## src/suit_pkg.sv

```systemverilog
package suit_pkg;

  // Command codes
  localparam logic [1:0] CMD_INSERT    = 2'd0;
  localparam logic [1:0] CMD_DUMP_ASC  = 2'd1;
  localparam logic [1:0] CMD_DUMP_DESC = 2'd2;
  localparam logic [1:0] CMD_CLEAR     = 2'd3;

  // Result status codes
  localparam logic [2:0] ST_INSERTED   = 3'd0;
  localparam logic [2:0] ST_DUPLICATE  = 3'd1;
  localparam logic [2:0] ST_FULL       = 3'd2;
  localparam logic [2:0] ST_DUMP_ENTRY = 3'd3;
  localparam logic [2:0] ST_DUMP_EMPTY = 3'd4;
  localparam logic [2:0] ST_CLEARED    = 3'd5;

  // Cell operating modes
  localparam logic [1:0] MODE_HOLD   = 2'd0;
  localparam logic [1:0] MODE_INSERT = 2'd1;
  localparam logic [1:0] MODE_ROTATE = 2'd2;

  localparam int ValueWidth = 32;
  localparam int CountWidth = 6;

  typedef struct packed {
    logic [1:0]                   command;
    logic signed [ValueWidth-1:0] value;
  } request_t;

  typedef struct packed {
    logic [2:0]                   status;
    logic signed [ValueWidth-1:0] entry;
    logic [CountWidth-1:0]        entry_count;
    logic                         last_of_run;
  } result_t;

  // Control broadcast to every cell
  typedef struct packed {
    logic [1:0]                   mode;
    logic signed [ValueWidth-1:0] ins_value;
  } cell_ctl_t;

endpackage

```

## src/suit_cell.sv

```systemverilog
module suit_cell
  import suit_pkg::*;
(
  input  logic                         clk,
  input  cell_ctl_t                    ctl,
  input  logic                         occ,        // this slot holds a live entry
  input  logic                         prev_less,  // left neighbor below value (1 at head)
  input  logic signed [ValueWidth-1:0] shift_in,   // left neighbor entry
  input  logic signed [ValueWidth-1:0] rot_in,     // rotate source
  output logic signed [ValueWidth-1:0] val,
  output logic                         less,
  output logic                         eq
);

  // Compare against the broadcast value
  assign less = occ && (val < ctl.ins_value);
  assign eq   = occ && (val == ctl.ins_value);

  // Insert: slot at the sorted position takes the value, slots above shift up; rotate loads rot_in
  always_ff @(posedge clk) begin
    case (ctl.mode)
      MODE_INSERT: begin
        if (!less) begin
          val <= prev_less ? ctl.ins_value : shift_in;
        end
      end
      MODE_ROTATE: begin
        val <= rot_in;
      end
      default: begin
        val <= val;
      end
    endcase
  end

endmodule

```

## config.mk

```make
export PLATFORM = sky130hd
export DESIGN_NAME = suit_cell
export DESIGN_NICKNAME = d
export VERILOG_FILES = /design/src/suit_pkg.sv /design/src/suit_cell.sv
export SDC_FILE = /design/constraint.sdc
export NUM_CORES = 1
export LEC_CHECK = 0
export ABC_AREA = 1
export BUFFER_PORTS_ARGS = -buffer_cell sky130_fd_sc_hd__buf_2
export CAP_MARGIN = 20
export CORE_MARGIN = 2
export CORE_UTILIZATION = 46
export CTS_CLUSTER_SIZE = 25
export DETAILED_ROUTE_END_ITERATION = 10
export PLACE_DENSITY = 0.81
export RECOVER_POWER = 50
export REMOVE_ABC_BUFFERS = 1
export SLEW_MARGIN = 10
export SYNTH_ARGS = -nofsm -noshare
export SYNTH_HDL_FRONTEND = slang
export SYNTH_SLANG_ARGS = --single-unit
```

## constraint.sdc

```tcl
create_clock -name clk -period 2.75 [get_ports clk]
set_input_delay 0.4125 -clock clk [delete_from_list [all_inputs] [get_ports clk]]
set_output_delay 0.4125 -clock clk [all_outputs]
set_load 0.02 [all_outputs]
```

* After elaboration in Yosys (flattened, before gate mapping) *
Index checks and enable logic that the tools add are counted.

storage, ports and cells
  output and inout bits = 34
  register bits after elaboration = 32
  memory bits (writable) = 0
  bits in latches = 0
  bits in read-only memories = 0
  memories kept = 0
  logic and storage cells = 13
  input port bits = 101

operators by class
  $mul = 0
  mux-type cells = 3
  div/mod/pow operators = 0
  reduce and logical (&&, ||, !) cells = 4
  add/sub/neg operators = 0
  equal/unequal tests = 4
  $lt $le $gt $ge = 1
  shift operators = 0
  bitwise gates (word level) = 0

operator list
  cell                                            count
  2-to-1 mux 32 bit                               2
  case mux 32 bit (2 select lines)                1
  == test 32 bit                                  1
  < comparator 32 bit                             1
  == test 2 x 1 -> 1 bit (second input constant)  1
  == test 2 bit (second input constant)           1
  logical AND 1 bit                               2
  != test 2 bit (second input constant)           1
  AND reduction 2 bit                             1
  nonzero test 2 bit                              1

* Longest topological paths before layout *
Gate-level depths: netlist of run 1.

  word-level depth = 4
  mapped depth = 17
  gate-level depth less buffers = 17

* Least setup slack after synthesis of run 1 *
No wires, ideal clock.

  path type = register -> register
  start = register val[31]
  end = register val[0] (enable)
  path buffers = 0
  library setup time = 390 ps
  arrival = 2180 ps
  data required time = 2360 ps
  cell stages (with the launch flop) = 12
  slack = 180 ps
  cells stage by stage = edfxtp_1 -> ha_1 -> nand2_1 -> nor2_2 -> nand2_2 -> nor2_2 -> nand2_1 -> nand2_1 -> nand2_1 -> nand3_2 -> nand2_1 -> nand2_1

on the way
  longest elaborated chain between the ends = 4

RTL lines
  item                                  line             text
  from (decl)                           suit_cell.sv:10  output logic signed [ValueWidth-1:0] val,
  from (signal assigned)                suit_cell.sv:24  val <= prev_less ? ctl.ins_value : shift_in;
  from (signal assigned)                suit_cell.sv:28  val <= rot_in;
  from (signal assigned)                suit_cell.sv:31  val <= val;
  < comparator 32 bit                   suit_cell.sv:16  assign less = occ && (val < ctl.ins_value);
  logical AND 1 bit                     suit_cell.sv:16
  != test 2 bit (no source line)        n/a
  AND reduction 2 bit (no source line)  n/a

Every way passes these cells.
A chain may end at the register's enable or synchronous reset.

* Worst setup path in the final report of run 1 *
  start = register val[31]
  end = output port less

on the way
  longest elaborated chain between the ends = 2

RTL lines
  item                 line             text
  < comparator 32 bit  suit_cell.sv:16
  logical AND 1 bit    suit_cell.sv:16
  to (decl)            suit_cell.sv:11  output logic less,

Every way passes these cells.

==> flow_metrics.tcl, run 1 <==
set metrics [dict create \
    grt_pass1_wl_mm 11.4 \
    clockBufferDepth 2 \
    synth-seq-area-share_pct 37.1 \
    crit_required_ns 2.34 \
    clock-root-buffer "clkbuf_8" \
    worst_pin_slew_ns 1.05 \
    worstSetupPathType "reg -> out" \
    io-pin-count 135 \
    first_pass_iters 4 \
    finalWirelength_mm 6.98 \
    gp_congestion 0.787 \
    num_vias 2658 \
    final_common_cell "buf_2" \
    critPathLaunch "val[31]" \
    largest_reg_flops 32 \
    whs_path_depth 3 \
    r2r_cells 12 \
    grt_max_degree 35 \
    skew_ns 0.00390 \
    layout_common_cells "102 x buf_2, 101 x nand2_1, 41 x inv_1, 33 x clkbuf_1" \
    rr_startpoint "val[31]" \
    io_buffers 134 \
    core-area_sq_mm 0.00547 \
    syn_area_sq_mm 0.00259 \
    die_h_um 79.1 \
    fp.dieW_um 79.1 \
    tns_ns 0 \
    r2r-end "val[10]" \
    finalCritPeriodShare_pct 87.7 \
    syn_inst 329 \
    maxCapViolations 0 \
    grt_use_total_pct 22.9 \
    viasPerCell 5.01 \
    fillers 559 \
    hpwl_mm 5.47 \
    fin_crit_ns 2.41 \
    synth_warnings 0 \
    n_antenna_cell 0 \
    rsz0062_at_grt "false" \
    cp_max_fo 4 \
    synth_edf_count 32 \
    cts_setup_buffers 0 \
    ctsHoldBuffers 0 \
    relSlewSlack_pct 30.2 \
    cts_tree "done" \
    status "finished clean" \
    grt_pass1_vias 2582 \
    clk_pin_slew_worst_paths_ns 0.07 \
    p_per_area_mw_per_mm2 422 \
    antenna_found_initial 0 \
    drive_gt1_share_pct 27.0 \
    antenna_left 0 \
    clock_latency_ns 0.28 \
    slew_viol_final 0 \
    globalRouteOverflowTotal 0 \
    arrival_ns 2.00 \
    top_register "val" \
    holdCritStartpoint "shift_in[19]" \
    cts_max_level 2 \
    timing.fmax_mhz 414 \
    start_util_pct 47.3 \
    area_delta_synth_final_pct 29.7 \
    crit_path_end_kind "primary output" \
    placed_area_sq_mm 0.00333 \
    min_to "val[19]" \
    finalPower_mw 1.42 \
    nNetsFinal 592 \
    synthFlopType "edfxtp_1" \
    rows 27 \
    yosys_register_bits 32 \
    async_flop_share_pct 0 \
    synth_area_per_cell_sq_um 7.88 \
    hp-class "in -> reg" \
    cts_resized 0 \
    ys_types 26 \
    route.detailed.drc 0 \
    rrSetupSlack_ns 0.52 \
    drt_iter0_drc 97 \
    reg.largest.list "val x32" \
    cts.sinks 32 \
    fin_area_sq_mm 0.00336 \
    setup_viol 0 \
    startpoint_type "flip-flop" \
    numCtsBuffers 5 \
    detail_route.wl_per_cell_um 13.1 \
    dieArea_sq_mm 0.00625 \
    power.leakage_nw 1.74 \
    ir_worst_vdd_v 0.000236 \
    fin_util_pct 61.4 \
    hold_viol 0 \
]
==> logic make-up (layout without fill, tap and decap cells) <==
kind of cell    Yosys count  after routing  share of synthesized area (%)
buf+inv                  61            191                           9.03
simple gates            152            152                           25.0
fa+ha+maj                32             32                           15.5
compound gates           52             52                           13.5
flops                    32             32                           37.1
==> per-layer routing <==
layer,wire [um],global-route usage (%),share of wire (%)
met5,0,0,0
met4,119,8.10,1.7
met3,405,4.20,5.8
met2,3420,41.3,49
met1,3030,27.2,43
==> metrics by stage <==
stage | worst slack, ns | std cells | hold WS (ns)
2_1_floorplan | -0.0616 | 312 | 0.626
3_3_place_gp | 0.428 | 524 | 0.715
3_5_place_dp | 0.390 | 524 | 0.719
4_1_cts | 0.331 | 531 | 0.423
5_1_grt | 0.162 | 531 | 0.431
6_report | 0.337 | 531 | 0.431
==> worst max-delay path, cell delays in order, from the launching register on <==
cell and delay (ns):
edfxtp_1 0.41, ha_1 0.36, nand2_1 0.09, nor2_2 0.15, nand2_2 0.08, nor2_2 0.14, nand2_1 0.08, nand3_1 0.09
nand3_2 0.09, inv_1 0.06, buf_2 0.17
==> Yosys cell counts, types with 2 or more instances <==
master | n | area (sq um)
o21ai_0 | 3 | 15.0
o211ai_1 | 30 | 225
nand2_1 | 101 | 379
clkbuf_1 | 12 | 45.0
inv_2 | 3 | 11.3
ha_1 | 32 | 400
buf_2 | 4 | 20.0
a21oi_1 | 14 | 70.1
nor2_2 | 2 | 12.5
nor2_1 | 10 | 37.5
inv_1 | 41 | 154
nand3_1 | 32 | 160
edfxtp_1 | 32 | 961
==> report_power, final <==
group	leakage, nW	switching (mW)	total [mW]	internal [mW]
clock	0.0391	0.170	0.337	0.167
combinational	1.39	0.281	0.458	0.176
sequential	0.308	0.0246	0.624	0.599
==> cell type report <==
class	instances	area (sq um)	share of cell area (%)
clock buffers	5	68.8	2.05
clock inverters	2	7.51	0.223
inverters	44	165	4.91
multi-input cells	236	1400	41.5
flip-flops and latches	32	961	28.6
well taps	72	90.1	2.68
repair buffers	140	672	20.0
==> how the worst max path moves through the flow <==
stage                          to  slack, ns  depth (start not counted)
after floorplan            val[0]      -0.06                          3
after global placement    val[11]       0.43                         14
after detailed placement  val[12]       0.39                         14
after CTS                    less       0.33                         10
after global routing         less       0.16                         10
final                        less       0.34                         10
(Power assumes the default switching activity.)
==> run 2, diff against run 1 <==
Settings changed: PLACE_DENSITY 0.81 to default, PLACE_DENSITY_LB_ADDON from default to 0.2, SLEW_MARGIN 10 to default.
==> run 2 against run 1 <==
  * Cell count up 0.19%
  * Core utilization up 0.53 points
  * Non-clock buffer count unchanged
  * Via count down 1.8%
  * Combinational power about the same
  * Sequential power about the same
  * Flip-flop and latch count unchanged
  * Routed wire length down 7.7%
  * Clock power about the same
  * Worst hold slack better by 0.0028 ns
  * Highest routed layer unchanged
  * Fmax up 2.0%
  * Global-route usage down 1.5 points
==> flow_metrics.tcl, run 2 (synthesis results as in run 1) <==
set metrics [dict create \
    clk_pin_slew_worst_paths_ns 0.06 \
    wl_met1_mm 2.77 \
    placed_area_sq_mm 0.00335 \
    drt_iter0_drc 142 \
    clock_latency_ns 0.28 \
    ir_worst_vdd_v 0.000226 \
    timing.hold.ws_ns 0.434 \
    drive_gt1_share_pct 27.0 \
    hold_viol 0 \
    clock-root-buffer "clkbuf_8" \
    dp.cells 524 \
    grt_pass1_vias 2503 \
    num_vias 2611 \
    top_layer "met4" \
    viasPerCell 4.91 \
    slew_viol_final 0 \
    cts_setup_buffers 0 \
    grt_max_degree 34 \
    numCtsBuffers 5 \
    p_per_area_mw_per_mm2 418 \
    largest_reg_flops 32 \
    grt_pass1_wl_mm 10.5 \
    met2_length_mm 3.07 \
    gp_congestion 0.767 \
    clockBufferDepth 2 \
    relSlewSlack_pct 19.2 \
    grt_use_total_pct 21.4 \
    final_common_cell "buf_2" \
    start_util_pct 47.3 \
    antenna_found_initial 0 \
    n_antenna_cell 0 \
    layout_common_cells "102 x buf_2, 101 x nand2_1, 41 x inv_1, 35 x clkbuf_1" \
    power.leakage_nw 1.75 \
    cts_resized 0 \
    status "finished clean" \
    detail_route.wl_per_cell_um 12.1 \
    setup_viol 0 \
    layout.cells.non_filler 532 \
    cts.sinks 32 \
    arrival_ns 1.95 \
    crit_required_ns 2.34 \
    skew_ns 0.00435 \
    timing.fmax_mhz 423 \
    die_h_um 79.1 \
    hp-class "in -> reg" \
    maxCapViolations 0 \
    rsz0062_at_grt "false" \
    startpoint_type "flip-flop" \
    crit_path_end_kind "primary output" \
    worstSetupPathType "reg -> out" \
    area_delta_synth_final_pct 30.8 \
    nNetsFinal 592 \
    hpwl_mm 5.11 \
    worst_pin_slew_ns 1.21 \
    fp.dieW_um 79.1 \
    cts_max_level 2 \
    fin_area_sq_mm 0.00339 \
    wl_met3_um 484 \
    rows 27 \
    io-pin-count 135 \
    finalPower_mw 1.42 \
    top_register "val" \
    core-area_sq_mm 0.00547 \
    io_buffers 134 \
    ctsHoldBuffers 0 \
    first_pass_iters 6 \
    cp_max_fo 2 \
    antenna_left 0 \
    fin_crit_ns 2.37 \
    finalWirelength_mm 6.44 \
    globalRouteOverflowTotal 0 \
    dieArea_sq_mm 0.00625 \
    reg.largest.list "val x32" \
    finalCritPeriodShare_pct 86.0 \
    cts_tree "done" \
    route.detailed.drc 0 \
]
-- run 2: changes by cell type in the layout (fill, tap and decap cells not counted) --
cell,before,now
clkinv_1,2,1
buf_12,0,2
clkbuf_1,33,35
buf_4,5,3
-- run 2: worst max-delay path: stages (launching register included) --
cell,delay (ns)
edfxtp_1,0.39
ha_1,0.30
nand2_1,0.07
nor2_1,0.19
nand4_2,0.12
nor2_2,0.13
nand2_1,0.08
nand3_1,0.08
nand3_2,0.09
inv_1,0.05
buf_2,0.16
-- run 2: final cells by class --
class | count | area (sq um)
multi-input cells | 236 | 1400
clock inverters | 1 | 3.75
repair buffers | 140 | 697
inverters | 44 | 165
clock buffers | 7 | 76.3
fillers | 549 | 2080
flip-flops and latches | 32 | 961
well taps | 72 | 90.1
-- run 2: where the power goes --
group	leakage (nW)	switching, mW	internal (mW)
Clock	0.0399	0.159	0.176
Combinational	1.40	0.276	0.182
Sequential	0.308	0.0239	0.599
Total	1.75	0.459	0.957
-- run 2: stage by stage --
stage	TNS [ns]	utilization, %	setup WS (ns)
2_1_floorplan	-1.97	-	-0.0616
3_3_place_gp	0	61.3	0.481
3_5_place_dp	0	61.3	0.433
4_1_cts	0	62.7	0.340
5_1_grt	0	61.9	0.199
6_report	0	61.9	0.384
-- run 2: worst paths after layout --
check / from / end / slack, ns / cells after the start
setup / recovery: val[23] / less / 0.38 / 10
hold / removal: rot_in[9] / val[9] / 0.43 / 3
setup reg to reg: val[23] / val[16] / 0.61 / 12
hold reg to reg: val[31] / val[0] / 1.17 / 6
-- run 2: layer usage --
metal	vias to the layer above	global-route usage, %
met5	-	0
met4	0	7.93
met3	11	4.77
met2	97	37.3
met1	1126	25.9
li1	1377	-
==> run 3, diff against run 2 <==
==> constraint.sdc (replaced) <==
create_clock -name clk -period 2.75 [get_ports clk]
set_input_delay 0.55 -clock clk [delete_from_list [all_inputs] [get_ports clk]]
set_output_delay 0.55 -clock clk [all_outputs]
set_load 0.02 [all_outputs]
==> run 3 against run 2 <==
  * Worst hold slack better by 0.13 ns
  * Non-clock buffer count unchanged
  * Flip-flop and latch count unchanged
  * Combinational power up 1%
==> flow_metrics.tcl, run 3 (synthesis results as in run 1) <==
set metrics [dict create \
    cts_resized 0 \
    cp_max_fo 2 \
    setup_viol 0 \
    largest_reg_flops 32 \
    antenna_left 0 \
    rows 27 \
    seqPwrFrac_pct 43.6 \
    clk_pin_slew_worst_paths_ns 0.07 \
    start_util_pct 47.3 \
    grt_pass1_wl_mm 11.2 \
    grt_max_degree 63 \
    hpwl_mm 5.26 \
    startpoint_type "flip-flop" \
    placed_area_sq_mm 0.00335 \
    globalRouteOverflowTotal 0 \
    worst_pin_slew_ns 0.920 \
    cts_setup_buffers 0 \
    hold_viol 0 \
    finalWirelength_mm 6.83 \
    slew_viol_final 0 \
    drive_gt1_share_pct 27.0 \
    rsz0062_at_grt "false" \
    fin_crit_ns 2.54 \
    area_delta_synth_final_pct 30.7 \
    gp_congestion 0.744 \
    dp.cells 524 \
    reg.largest.list "val x32" \
    holdCritStartpoint "rot_in[11]" \
    dieArea_sq_mm 0.00625 \
    p_sw_share_pct 33.5 \
    layout_common_cells "101 x nand2_1, 101 x buf_2, 41 x inv_1, 33 x clkbuf_1" \
    arrival_ns 1.99 \
    grt_pass1_vias 2648 \
    num_vias 2631 \
    fp.dieW_um 79.1 \
    cts.sinks 32 \
    maxCapViolations 0 \
    rr_startpoint "val[23]" \
    cts_max_level 2 \
    hp-class "in -> reg" \
    antenna_found_initial 0 \
    relSlewSlack_pct 38.7 \
    clock_latency_ns 0.28 \
    power.leakage_nw 1.74 \
    numCtsBuffers 5 \
    core-area_sq_mm 0.00547 \
    p_switching_mw 0.477 \
    fin_area_sq_mm 0.00339 \
    skew_ns 0.00391 \
    crit_path_end_kind "primary output" \
    layout.cells.non_filler 531 \
    ctsHoldBuffers 0 \
    power_frac_comb_pct 32.5 \
    worstSetupPathType "reg -> out" \
    route.detailed.drc 0 \
    n_antenna_cell 0 \
    timing.fmax_mhz 394 \
    critPathLaunch "val[7]" \
    top_register "val" \
    clock-root-buffer "clkbuf_8" \
    io-pin-count 135 \
    clockBufferDepth 2 \
    detail_route.wl_per_cell_um 12.9 \
    cts_tree "done" \
    die_h_um 79.1 \
    io_buffers 134 \
    status "finished clean" \
    p_clk_share_pct 23.8 \
    p_int_mw 0.948 \
    viasPerCell 4.95 \
    crit_required_ns 2.20 \
    nNetsFinal 592 \
    drt_iter0_drc 86 \
    grt_use_total_pct 22.6 \
    finalCritPeriodShare_pct 92.2 \
    first_pass_iters 4 \
    p_per_area_mw_per_mm2 421 \
    ir_worst_vdd_v 0.000325 \
]
[run 3: changes by cell type in the layout (fill, tap and decap cells not counted)]
cell | before | now
buf_2 | 102 | 101
clkbuf_1 | 35 | 33
clkbuf_2 | 0 | 1
clkinv_1 | 1 | 2
[run 3: routing by layer]
metal  vias to the layer above  track usage [%]  routed length [um]  share of wire [%]
met5                         -                0                   0                  0
met4                         0             8.28                  81                1.2
met3                         5             3.41                 361                5.3
met2                        83             40.9                3400                 50
met1                      1167             27.1                2990                 44
li1                       1376                -                   -                  -
[run 3: through the flow]
step	total power [mW]	hold slack, ns	util [%]	setup slack, ns	setup TNS [ns]
6_report	1.43	0.568	61.9	0.214	0
5_1_grt	1.51	0.567	61.9	0.0294	0
4_1_cts	1.45	0.563	62.7	0.218	0
3_3_place_gp	1.10	0.851	61.3	0.241	0
3_5_place_dp	1.11	0.856	61.3	0.246	0
2_1_floorplan	0.904	0.764	-	-0.199	-6.37
[run 3: layout make-up]
class	count	area, sq um
multi-input cells	236	1400
flip-flops and latches	32	961
inverters	44	165
clock buffers	5	68.8
clock inverters	2	7.51
well taps	72	90.1
fillers	545	2090
repair buffers	140	697
[run 3: path summary, 6_finish.rpt]
kind	slack, ns	endpoint	depth (start not counted)
worst min register to register	1.19	val[31]	6
worst max-delay path	0.21	less	12
worst max register to register	0.59	val[23]	12
worst min-delay path	0.57	val[11]	3
[run 3: power by group through the flow]
| stage | combinational [mW] | sequential (mW) | clock, mW |
|---|---|---|---|
| after detailed placement | 0.479 | 0.631 | 0 |
| after global routing | 0.528 | 0.628 | 0.356 |
| after floorplan | 0.218 | 0.686 | 0 |
| final | 0.464 | 0.622 | 0.340 |
| after global placement | 0.466 | 0.630 | 0 |
| after CTS | 0.481 | 0.621 | 0.344 |
[run 3: critical path: stages, from the launching register on]
cell and delay [ns]:
edfxtp_1 0.39, ha_1 0.31, a21o_1 0.19, nor2_1 0.11
nand2_1 0.08, nand2_1 0.06, nand2_1 0.05, nand2_1 0.08
nand2_1 0.06, nand2_1 0.06, nand3_2 0.07, inv_1 0.07
buf_2 0.16
